File: src/efc_pkg.sv
// ----------------------------------------------------------------------------
// efc_pkg: shared types and constants for the Ethernet frame classifier
// Frame kinds, header constants and the frame record passed front to back.
// ----------------------------------------------------------------------------
`timescale 1ns / 1ps

package efc_pkg;

    // frame kinds as reported on o_frame_kind
    localparam logic [2:0] KIND_DIX   = 3'd0;
    localparam logic [2:0] KIND_IPV4  = 3'd1;
    localparam logic [2:0] KIND_ARP   = 3'd2;
    localparam logic [2:0] KIND_RAW   = 3'd3;
    localparam logic [2:0] KIND_SNAP  = 3'd4;
    localparam logic [2:0] KIND_LLC   = 3'd5;
    localparam int         NUM_KINDS  = 6;

    // header constants
    localparam logic [15:0] MAX_DIX_LEN = 16'h05DC;
    localparam logic [15:0] TYPE_IPV4   = 16'h0800;
    localparam logic [15:0] TYPE_ARP    = 16'h0806;
    localparam logic [15:0] LLC_RAW     = 16'hFFFF;
    localparam logic [15:0] LLC_SNAP    = 16'hAAAA;
    localparam logic [16:0] ARP_SIZE    = 17'd42;
    localparam logic [16:0] HDR_SIZE    = 17'd14;

    // byte at which each kind is decided
    localparam logic [16:0] DECIDE_DIX  = 17'd13;
    localparam logic [16:0] DECIDE_LLC  = 17'd15;
    localparam logic [16:0] DECIDE_IPV4 = 17'd17;

    // records waiting between parser and counter stage
    localparam int QUEUE_DEPTH = 4;

    typedef struct packed {
        logic [2:0]  kind;
        logic [47:0] dst_mac;
        logic [47:0] src_mac;
        logic [31:0] sender_ip;
        logic [31:0] target_ip;
        logic [47:0] arp_sender_mac;
        logic [47:0] arp_target_mac;
        logic [16:0] frame_size;
    } t_frame_rec;

endpackage

File: src/efc_front.sv
// ----------------------------------------------------------------------------
// efc_front: byte parser
// Tracks the frame offset, captures header fields and emits one frame
// record on the frame's last byte.
// ----------------------------------------------------------------------------
`timescale 1ns / 1ps

module efc_front
    import efc_pkg::*;
(
    input  logic       i_clk,
    input  logic       i_rst_n,
    input  logic       i_accept,
    input  logic [7:0] i_data_byte,
    output logic       o_rec_push,
    output t_frame_rec o_rec
);

    logic [16:0] r_offset, n_offset;
    logic [16:0] r_size,   n_size;
    logic [15:0] r_type,   n_type;
    logic [15:0] r_llc,    n_llc;
    logic [47:0] r_dst,    n_dst;
    logic [47:0] r_src,    n_src;
    logic [47:0] r_asm,    n_asm;
    logic [47:0] r_atm,    n_atm;
    logic [31:0] r_sip,    n_sip;
    logic [31:0] r_tip,    n_tip;

    logic        w_ipv4;
    logic        w_arp;
    logic [16:0] w_decide;
    logic        w_last;
    logic [2:0]  w_kind;

    always_comb begin
        n_size = r_size;
        n_type = r_type;
        n_llc  = r_llc;
        n_dst  = r_dst;
        n_src  = r_src;
        n_asm  = r_asm;
        n_atm  = r_atm;
        n_sip  = r_sip;
        n_tip  = r_tip;

        w_ipv4 = (r_offset >= 17'd14) && (r_type == TYPE_IPV4);
        w_arp  = (r_offset >= 17'd14) && (r_type == TYPE_ARP);

        // Ethernet header
        if (r_offset < 17'd6) begin
            n_dst = {r_dst[39:0], i_data_byte};
        end else if (r_offset < 17'd12) begin
            n_src = {r_src[39:0], i_data_byte};
        end else if (r_offset < 17'd14) begin
            n_type = {r_type[7:0], i_data_byte};
            if (r_offset == 17'd13) begin
                n_size = (n_type == TYPE_ARP) ? ARP_SIZE : ({1'b0, n_type} + HDR_SIZE);
            end
        end else if (r_offset < 17'd16) begin
            n_llc = {r_llc[7:0], i_data_byte};
        end

        // payload fields, by type
        if (w_ipv4) begin
            if (r_offset == 17'd16) begin
                n_size = {1'b0, i_data_byte, 8'h00};
            end else if (r_offset == 17'd17) begin
                n_size = (r_size | {9'h000, i_data_byte}) + HDR_SIZE;
            end else if (r_offset >= 17'd26 && r_offset < 17'd30) begin
                n_sip = {r_sip[23:0], i_data_byte};
            end else if (r_offset >= 17'd30 && r_offset < 17'd34) begin
                n_tip = {r_tip[23:0], i_data_byte};
            end
        end else if (w_arp) begin
            if (r_offset >= 17'd22 && r_offset < 17'd28) begin
                n_asm = {r_asm[39:0], i_data_byte};
            end else if (r_offset >= 17'd28 && r_offset < 17'd32) begin
                n_sip = {r_sip[23:0], i_data_byte};
            end else if (r_offset >= 17'd32 && r_offset < 17'd38) begin
                n_atm = {r_atm[39:0], i_data_byte};
            end else if (r_offset >= 17'd38 && r_offset < 17'd42) begin
                n_tip = {r_tip[23:0], i_data_byte};
            end
        end

        if (n_type > MAX_DIX_LEN) begin
            w_decide = (n_type == TYPE_IPV4) ? DECIDE_IPV4 : DECIDE_DIX;
            if (n_type == TYPE_IPV4) begin
                w_kind = KIND_IPV4;
            end else if (n_type == TYPE_ARP) begin
                w_kind = KIND_ARP;
            end else begin
                w_kind = KIND_DIX;
            end
        end else begin
            w_decide = DECIDE_LLC;
            if (n_llc == LLC_RAW) begin
                w_kind = KIND_RAW;
            end else if (n_llc == LLC_SNAP) begin
                w_kind = KIND_SNAP;
            end else begin
                w_kind = KIND_LLC;
            end
        end

        // deciding byte reached and declared size covered
        w_last   = (r_offset >= w_decide) &&
                   (({1'b0, r_offset} + 18'd1) >= {1'b0, n_size});
        n_offset = r_offset + 17'd1;
    end

    assign o_rec_push = i_accept && w_last;

    always_comb begin
        o_rec.kind           = w_kind;
        o_rec.dst_mac        = n_dst;
        o_rec.src_mac        = n_src;
        o_rec.sender_ip      = n_sip;
        o_rec.target_ip      = n_tip;
        o_rec.arp_sender_mac = n_asm;
        o_rec.arp_target_mac = n_atm;
        o_rec.frame_size     = n_size;
    end

    always_ff @(posedge i_clk) begin
        if (!i_rst_n || (i_accept && w_last)) begin
            r_offset <= '0;
            r_size   <= '0;
            r_type   <= '0;
            r_llc    <= '0;
            r_dst    <= '0;
            r_src    <= '0;
            r_asm    <= '0;
            r_atm    <= '0;
            r_sip    <= '0;
            r_tip    <= '0;
        end else if (i_accept) begin
            r_offset <= n_offset;
            r_size   <= n_size;
            r_type   <= n_type;
            r_llc    <= n_llc;
            r_dst    <= n_dst;
            r_src    <= n_src;
            r_asm    <= n_asm;
            r_atm    <= n_atm;
            r_sip    <= n_sip;
            r_tip    <= n_tip;
        end
    end

endmodule

File: src/efc_queue.sv
// ----------------------------------------------------------------------------
// efc_queue: short record queue
// Register-based FIFO of frame records between parser and counter stage.
// ----------------------------------------------------------------------------
`timescale 1ns / 1ps

module efc_queue
    import efc_pkg::*;
#(
    parameter int DEPTH = 4
)(
    input  logic       i_clk,
    input  logic       i_rst_n,
    input  logic       i_push,
    input  t_frame_rec i_rec,
    input  logic       i_pop,
    output t_frame_rec o_rec,
    output logic       o_empty,
    output logic       o_full
);

    localparam int PW = (DEPTH > 1) ? $clog2(DEPTH) : 1;
    localparam int CW = $clog2(DEPTH + 1);

    t_frame_rec      r_mem [DEPTH];
    logic [PW-1:0]   r_wr_ptr, r_rd_ptr;
    logic [CW-1:0]   r_count;

    assign o_empty = (r_count == '0);
    assign o_full  = (r_count == CW'(DEPTH));
    assign o_rec   = r_mem[r_rd_ptr];

    always_ff @(posedge i_clk) begin
        if (i_push) begin
            r_mem[r_wr_ptr] <= i_rec;
        end
    end

    always_ff @(posedge i_clk) begin
        if (!i_rst_n) begin
            r_wr_ptr <= '0;
            r_rd_ptr <= '0;
            r_count  <= '0;
        end else begin
            if (i_push) begin
                r_wr_ptr <= (r_wr_ptr == PW'(DEPTH - 1)) ? '0 : r_wr_ptr + 1'b1;
            end
            if (i_pop) begin
                r_rd_ptr <= (r_rd_ptr == PW'(DEPTH - 1)) ? '0 : r_rd_ptr + 1'b1;
            end
            if (i_push && !i_pop) begin
                r_count <= r_count + 1'b1;
            end else if (!i_push && i_pop) begin
                r_count <= r_count - 1'b1;
            end
        end
    end

endmodule

File: src/efc_back.sv
// ----------------------------------------------------------------------------
// efc_back: frame and kind counters with result register
// Counts each record, tags it with running counts and holds it for pop.
// ----------------------------------------------------------------------------
`timescale 1ns / 1ps

module efc_back
    import efc_pkg::*;
#(
    parameter int COUNT_WIDTH = 32
)(
    input  logic        i_clk,
    input  logic        i_rst_n,
    input  logic        i_q_empty,
    input  t_frame_rec  i_rec,
    output logic        o_q_pop,
    input  logic        i_pop,
    output logic        o_valid,
    output t_frame_rec  o_rec,
    output logic [31:0] o_frame_number,
    output logic [31:0] o_kind_count
);

    logic [COUNT_WIDTH-1:0] r_frame_cnt;
    logic [COUNT_WIDTH-1:0] r_kind_cnt [NUM_KINDS];
    logic [COUNT_WIDTH-1:0] w_kind_sel;
    logic [COUNT_WIDTH-1:0] n_frame_cnt;
    logic [COUNT_WIDTH-1:0] n_kind_cnt;
    logic [63:0]            w_frame_ext;
    logic [63:0]            w_kind_ext;

    logic                   r_valid;
    t_frame_rec             r_rec;
    logic [31:0]            r_frame_number;
    logic [31:0]            r_kind_count;

    assign o_q_pop = !i_q_empty && (!r_valid || i_pop);

    always_comb begin
        w_kind_sel = '0;
        for (int k = 0; k < NUM_KINDS; k++) begin
            if (i_rec.kind == 3'(k)) begin
                w_kind_sel = r_kind_cnt[k];
            end
        end
        n_frame_cnt = (&r_frame_cnt) ? r_frame_cnt : r_frame_cnt + 1'b1;
        n_kind_cnt  = (&w_kind_sel)  ? w_kind_sel  : w_kind_sel + 1'b1;
        w_frame_ext = 64'(n_frame_cnt);
        w_kind_ext  = 64'(n_kind_cnt);
    end

    always_ff @(posedge i_clk) begin
        if (!i_rst_n) begin
            r_frame_cnt <= '0;
            for (int k = 0; k < NUM_KINDS; k++) begin
                r_kind_cnt[k] <= '0;
            end
        end else if (o_q_pop) begin
            r_frame_cnt <= n_frame_cnt;
            for (int k = 0; k < NUM_KINDS; k++) begin
                if (i_rec.kind == 3'(k)) begin
                    r_kind_cnt[k] <= n_kind_cnt;
                end
            end
        end
    end

    always_ff @(posedge i_clk) begin
        if (!i_rst_n) begin
            r_valid <= 1'b0;
        end else if (o_q_pop) begin
            r_valid <= 1'b1;
        end else if (i_pop) begin
            r_valid <= 1'b0;
        end
    end

    always_ff @(posedge i_clk) begin
        if (o_q_pop) begin
            r_rec          <= i_rec;
            r_frame_number <= w_frame_ext[31:0];
            r_kind_count   <= w_kind_ext[31:0];
        end
    end

    assign o_valid        = r_valid;
    assign o_rec          = r_rec;
    assign o_frame_number = r_frame_number;
    assign o_kind_count   = r_kind_count;

endmodule

File: src/ethernet_frame_classifier.sv
// ----------------------------------------------------------------------------
// ethernet_frame_classifier: per-frame type classification of a byte stream
// Throughput: one byte per cycle while full is low; the parser never waits on a frame's content.
// A frame's record passes from the parser through the record queue and then the
// counter/result register, after which its result is poppable.
// full rises only when the 4-entry record queue between parser and counters
// holds 4 records. Reset (synchronous, active low) clears offset and counters.
// ----------------------------------------------------------------------------
`timescale 1ns / 1ps

module ethernet_frame_classifier
    import efc_pkg::*;
#(
    parameter int COUNT_WIDTH = 32
)(
    input  logic        i_clk,
    input  logic        i_rst_n,
    // byte input, queue-like
    input  logic        push,
    output logic        full,
    input  logic [7:0]  i_data_byte,
    // result output, queue-like
    output logic        empty,
    input  logic        pop,
    output logic [2:0]  o_frame_kind,
    output logic [47:0] o_dst_mac,
    output logic [47:0] o_src_mac,
    output logic [31:0] o_sender_ip,
    output logic [31:0] o_target_ip,
    output logic [47:0] o_arp_sender_mac,
    output logic [47:0] o_arp_target_mac,
    output logic [16:0] o_frame_size,
    output logic [31:0] o_frame_number,
    output logic [31:0] o_kind_count
);

    // Front: header parser. Runs one byte per accepted word and pushes a
    // complete frame record on the frame's last byte.
    logic       w_accept;
    logic       w_rec_push;
    t_frame_rec w_front_rec;

    // Queue between parser and counter stage.
    t_frame_rec w_q_rec;
    logic       w_q_empty;
    logic       w_q_full;
    logic       w_q_pop;

    // Back: counters and the result register.
    logic       w_out_valid;
    t_frame_rec w_out_rec;

    // Input stalls only while the record queue is full. This is slightly
    // conservative (mid-frame bytes could go on), but keeps the path short.
    assign full     = w_q_full;
    assign w_accept = push && !w_q_full;

    efc_front u_front (
        .i_clk       (i_clk),
        .i_rst_n     (i_rst_n),
        .i_accept    (w_accept),
        .i_data_byte (i_data_byte),
        .o_rec_push  (w_rec_push),
        .o_rec       (w_front_rec)
    );

    efc_queue #(
        .DEPTH (QUEUE_DEPTH)
    ) u_queue (
        .i_clk   (i_clk),
        .i_rst_n (i_rst_n),
        .i_push  (w_rec_push),
        .i_rec   (w_front_rec),
        .i_pop   (w_q_pop),
        .o_rec   (w_q_rec),
        .o_empty (w_q_empty),
        .o_full  (w_q_full)
    );

    // The counter stage takes a record whenever its result register is free
    // or is being emptied in the same cycle.
    efc_back #(
        .COUNT_WIDTH (COUNT_WIDTH)
    ) u_back (
        .i_clk          (i_clk),
        .i_rst_n        (i_rst_n),
        .i_q_empty      (w_q_empty),
        .i_rec          (w_q_rec),
        .o_q_pop        (w_q_pop),
        .i_pop          (pop),
        .o_valid        (w_out_valid),
        .o_rec          (w_out_rec),
        .o_frame_number (o_frame_number),
        .o_kind_count   (o_kind_count)
    );

    assign empty            = !w_out_valid;
    assign o_frame_kind     = w_out_rec.kind;
    assign o_dst_mac        = w_out_rec.dst_mac;
    assign o_src_mac        = w_out_rec.src_mac;
    assign o_sender_ip      = w_out_rec.sender_ip;
    assign o_target_ip      = w_out_rec.target_ip;
    assign o_arp_sender_mac = w_out_rec.arp_sender_mac;
    assign o_arp_target_mac = w_out_rec.arp_target_mac;
    assign o_frame_size     = w_out_rec.frame_size;

    // ------------------------------------------------------------------
    // Checks
    // ------------------------------------------------------------------

    // The parser never pushes into a full queue.
    a_no_overflow: assert property (@(posedge i_clk) disable iff (!i_rst_n)
        w_rec_push |-> !w_q_full)
        else $error("record pushed into full queue");

    // Every frame is at least one header long.
    a_min_size: assert property (@(posedge i_clk) disable iff (!i_rst_n)
        !empty |-> (o_frame_size >= HDR_SIZE))
        else $error("frame size below header size");

    // ARP hardware addresses are captured for ARP frames only.
    a_arp_only: assert property (@(posedge i_clk) disable iff (!i_rst_n)
        (!empty && (o_frame_kind != KIND_ARP)) |->
            ((o_arp_sender_mac == '0) && (o_arp_target_mac == '0)))
        else $error("ARP address on non-ARP frame");

    // A result always carries a nonzero frame and kind count while COUNT_WIDTH is at most 32.
    a_counts: assert property (@(posedge i_clk) disable iff (!i_rst_n)
        !empty |-> ((o_frame_number != '0) && (o_kind_count != '0)))
        else $error("zero running count on result");

endmodule
File: config.mk
export PLATFORM = sky130hd
export DESIGN_NAME = ethernet_frame_classifier
export DESIGN_NICKNAME = d
export VERILOG_FILES = /design/src/efc_pkg.sv /design/src/efc_front.sv /design/src/efc_queue.sv /design/src/efc_back.sv /design/src/ethernet_frame_classifier.sv
export SDC_FILE = /design/constraint.sdc
export NUM_CORES = 2
export LEC_CHECK = 0
export BUFFER_PORTS_ARGS = -buffer_cell sky130_fd_sc_hd__clkbuf_2
export CORE_MARGIN = 1
export CORE_UTILIZATION = 55
export CTS_CLUSTER_DIAMETER = 40
export DETAILED_ROUTE_END_ITERATION = 8
export PLACE_DENSITY_LB_ADDON = 0.15
export SETUP_SLACK_MARGIN = 0.05
export SYNTH_ARGS = -nofsm -noshare
export SYNTH_HDL_FRONTEND = slang
export SYNTH_SLANG_ARGS = --single-unit
File: constraint.sdc
create_clock -name i_clk -period 20.6 [get_ports i_clk]
set_clock_uncertainty 0.05 [all_clocks]
set_input_delay 4.12 -clock i_clk [delete_from_list [all_inputs] [get_ports i_clk]]
set_output_delay 4.12 -clock i_clk [all_outputs]
set_load 0.03 [all_outputs]
==> impl_results.md <==
* Layout cells sized above 1 at 0.243
* Number of global-route vias before repair at between 40,000 and 50,000
* Fillers at 10,100
* Setup TNS at 0 ns
* Die ar. at 145,000 um2
* Max Slew Vio Count at 0
* Run status: complete, no violations
* Hold endpoint: u_front.r_atm[47]$_SDFFE_PP0P_
* Hold Vio Cnt, Final at 0
* R2R cell count at 16
* Area grow syn2layout at 14.8%
* H-tree depth at 4
* Final Critical Period at 10.99 ns
* CTS buffer count at between 200 and 250
* DP HPWL at 102 mm
* Post-Synth XOR/XNOR Area at 0.0150
* GRT overflow at 0
* Startpoint Class: input port
* Die Ht at 380 um
* Flop-to-flop setup slack at roughly 12 ns
* Main combinational cell family by area after synthesis: multiplexers
* Total of warnings raised by yosys at 0
* Tcrit/Tclk final at 0.534
* RSZ-0062 raised after global routing: false
* Clock Tree Buf Depth at 3
* Hold Crit Class: register to register
* Initial antenna violation count at 10
* Synthesized netlist cell count at 5,096
* Routed Antenna Nets at 0
* Starting Density at 0.555
* First-iteration detailed-routing DRC count at just under 4,000
* Clock latency on the worst-skew pair at 0.84 ns
* Post-synthesis async set-or-reset flop share at 0
* Worst slew pin tran at ~1.2 ns
* I/O Buffers at 353
* Fmax at 91.0 MHz
* Post-cts resize count at 0
* Syn avg cell area at 15.4 um2
* GR Util All Layers at 0.238
* Worst relative slew slack at 0.165
* Via count at 43,700
* Avg WL per Cell at 23.0 um
* Distinct cells, synth at 93
* Number of flops mapped to enable cells by yosys at 1,636
* Arrival @ worst endpoint at 11.41 ns
* FF+latch count, synth at 2,000
* Total inserted antenna cells at 0
* Crit Path Category: input port to register
* Number of max-cap violations at 0
* CP endpoint kind: register
* Gpl congestion at 0.867
* # hold bufs at CTS at 0
* DRC Markers at 0
* R2r startpoint: u_front.r_offset[16]$_SDFFE_PP0P_
* First-pass GRT wire length at 263 mm
* Number of cell rows at 138
* Root buf cell: clkbuf_16
* Synth Cell Area at 78,700 um2
* Io pins at about 350
* Net Count, Synth at roughly 5,100
* Register clock-pin slew on the reported worst setup and hold paths at 0.06 ns
* Synth Flop Type: edfxtp_1
* CTS Sinks at 2,000
* DR pass1 iterations at 6
* Setup bufs post-CTS at 0
* Static Leak at between 0.03 and 0.04 uW
* Core area at 142,000 um2
* Hold depth at 2
* Reg-to-reg endpoint: u_queue.r_mem[1][33]$_DFFE_PP_
* Mux cell area share after synthesis at 0.120
* Max FO, Critical Path at 68
* CTS tree: yes
* Die W at 380 um
* Synth Area in Simple Gates at 0.0869
* Total power divided by cell area at 134 nW/um2
* Critical Path RT at approximately 21 ns
* Non-filler instance count after layout at 7,553
* Adder-cell share of the synthesized area at 0.00550
* Pin count of the biggest net entering global routing at 185
* Dpl cells at 7,106
* Seq/Total Area, Yosys at 0.717
* Post-layout util at 0.637
* Routed WL at about 170 mm
* IR Drop Worst-Case VDD at around 0.00015 V
* Hold Path Origin: u_front.r_atm[47]$_SDFFE_PP0P_
* Final nets at 5,498
* Via density at 5.78
* Synth Area in Compound Gates at 0.0361
* Endpoints failing setup at 0
==> placed cells by master (no fill, tap or decap), types with 74 or more instances in the layout <==
cell type	synthesis	routed
mux2_2	212	212
mux4_2	274	274
mux2i_1	84	84
nand2_1	599	596
clkbuf_16	0	237
clkbuf_2	0	353
nor3_1	122	121
a21oi_1	217	217
nor2_1	549	546
inv_1	75	74
edfxtp_1	1636	1636
dfxtp_1	364	362
==> how the worst max path moves through the flow <==
stage / from / to / slack (ns)
after detailed placement: i_data_byte[3] / u_queue.r_mem[1][6]$_DFFE_PP_ / 8.66
final: i_data_byte[3] / u_queue.r_mem[1][33]$_DFFE_PP_ / 9.61
after CTS: i_data_byte[3] / u_queue.r_mem[1][176]$_DFFE_PP_ / 9.56
after global placement: i_data_byte[3] / u_queue.r_mem[1][75]$_DFFE_PP_ / 8.84
after global routing: i_data_byte[3] / u_queue.r_mem[1][176]$_DFFE_PP_ / 9.10
after floorplan: i_data_byte[2] / u_queue.r_mem[3][0]$_DFFE_PP_ / 0.62
==> registers in the layout (all words and copies together) (netlist names), named ones only <==
name,count
u_front.r_dst,48
u_front.r_tip,32
u_queue.r_mem,1104
u_back.r_kind_cnt,192
u_queue.r_wr_ptr,2
u_back.r_frame_cnt,32
u_front.r_size,17
u_back.o_valid,1
u_queue.r_rd_ptr,2
u_front.r_src,48
u_back.o_rec,276
u_back.o_frame_number,32
u_front.r_asm,48
u_front.r_atm,48
u_back.o_kind_count,32
u_front.r_sip,32
u_queue.r_count,3
u_front.r_type,16
u_front.r_llc,16
u_front.r_offset,17
==> cells in the mapped netlist (all sizes together), types with 70 or more instances <==
library cell,number,area [um2]
xnor2,70,666
clkbuf,210,788
mux4,274,6170
a21oi,218,1090
mux2i,85,863
mux2,214,2420
nor2,551,2070
nor3,122,611
dfxtp,364,7290
edfxtp,1636,49100
buf,86,470
inv,78,293
nand2,600,2250
==> power breakdown <==
group | switching, uW | internal (uW) | leakage [uW]
registers | 228 | 5020 | 0.0186
logic | 1820 | 850 | 0.00895
clock network | 1700 | 2460 | 0.00389
==> kinds of logic (layout without fill, tap and decap cells) <==
kind of cell,after synthesis,count (layout)
flip-flops,2000,2000
AO/OA/AOI/OAI,444,444
XOR/XNOR,126,126
adder cells (fa/ha/maj),34,34
AND/OR/NAND/NOR,1545,1545
buffers and inverters,374,941
multiplexers,573,573
==> cell type report <==
class	instances	area, um2	area share
clock buffer	285	6250	0.0692
inverter	78	303	0.00335
clock inverter	162	1770	0.0196
multi-input combinational	2722	20900	0.231
sequential	2000	56400	0.624
timing repair buffer	416	2330	0.0258
tap	1890	2360	0.0262
==> critical path, stage by stage <==
cell       delay, ns
clkbuf_2        0.54
nor2_1          0.23
a2111oi_0       0.95
nor2b_1         0.38
nand3_1         0.14
xnor2_1         0.16
o22ai_1         0.08
a21oi_1         0.41
inv_1           0.08
ha_1            0.30
and4_1          0.17
a221oi_1        0.12
o21ai_0         0.60
and3_4          0.55
buf_4           0.87
buf_4           0.72
buf_4           0.81
==> routing by layer <==
metal / global-route usage / up-vias / wire length (um)
met5: 0 / - / 40
met4: 0.0596 / 6 / 2770
met3: 0.0476 / 228 / 11300
met2: 0.374 / 1297 / 82800
met1: 0.344 / 22300 / 76900
li1: - / 19900 / -
==> stage by stage <==
stage                     area (um2)  hold slack, ns  setup slack, ns  total power, uW
final                          90400           0.402             9.61            12100
after global routing           90400           0.418             9.10            12500
after CTS                      90400           0.402             9.56            12200
after detailed placement       82300           0.395             8.66             8050
after global placement         82300           0.385             8.84             8020
after floorplan                78700           0.378            0.618             7320
(Power assumes the default switching activity.)
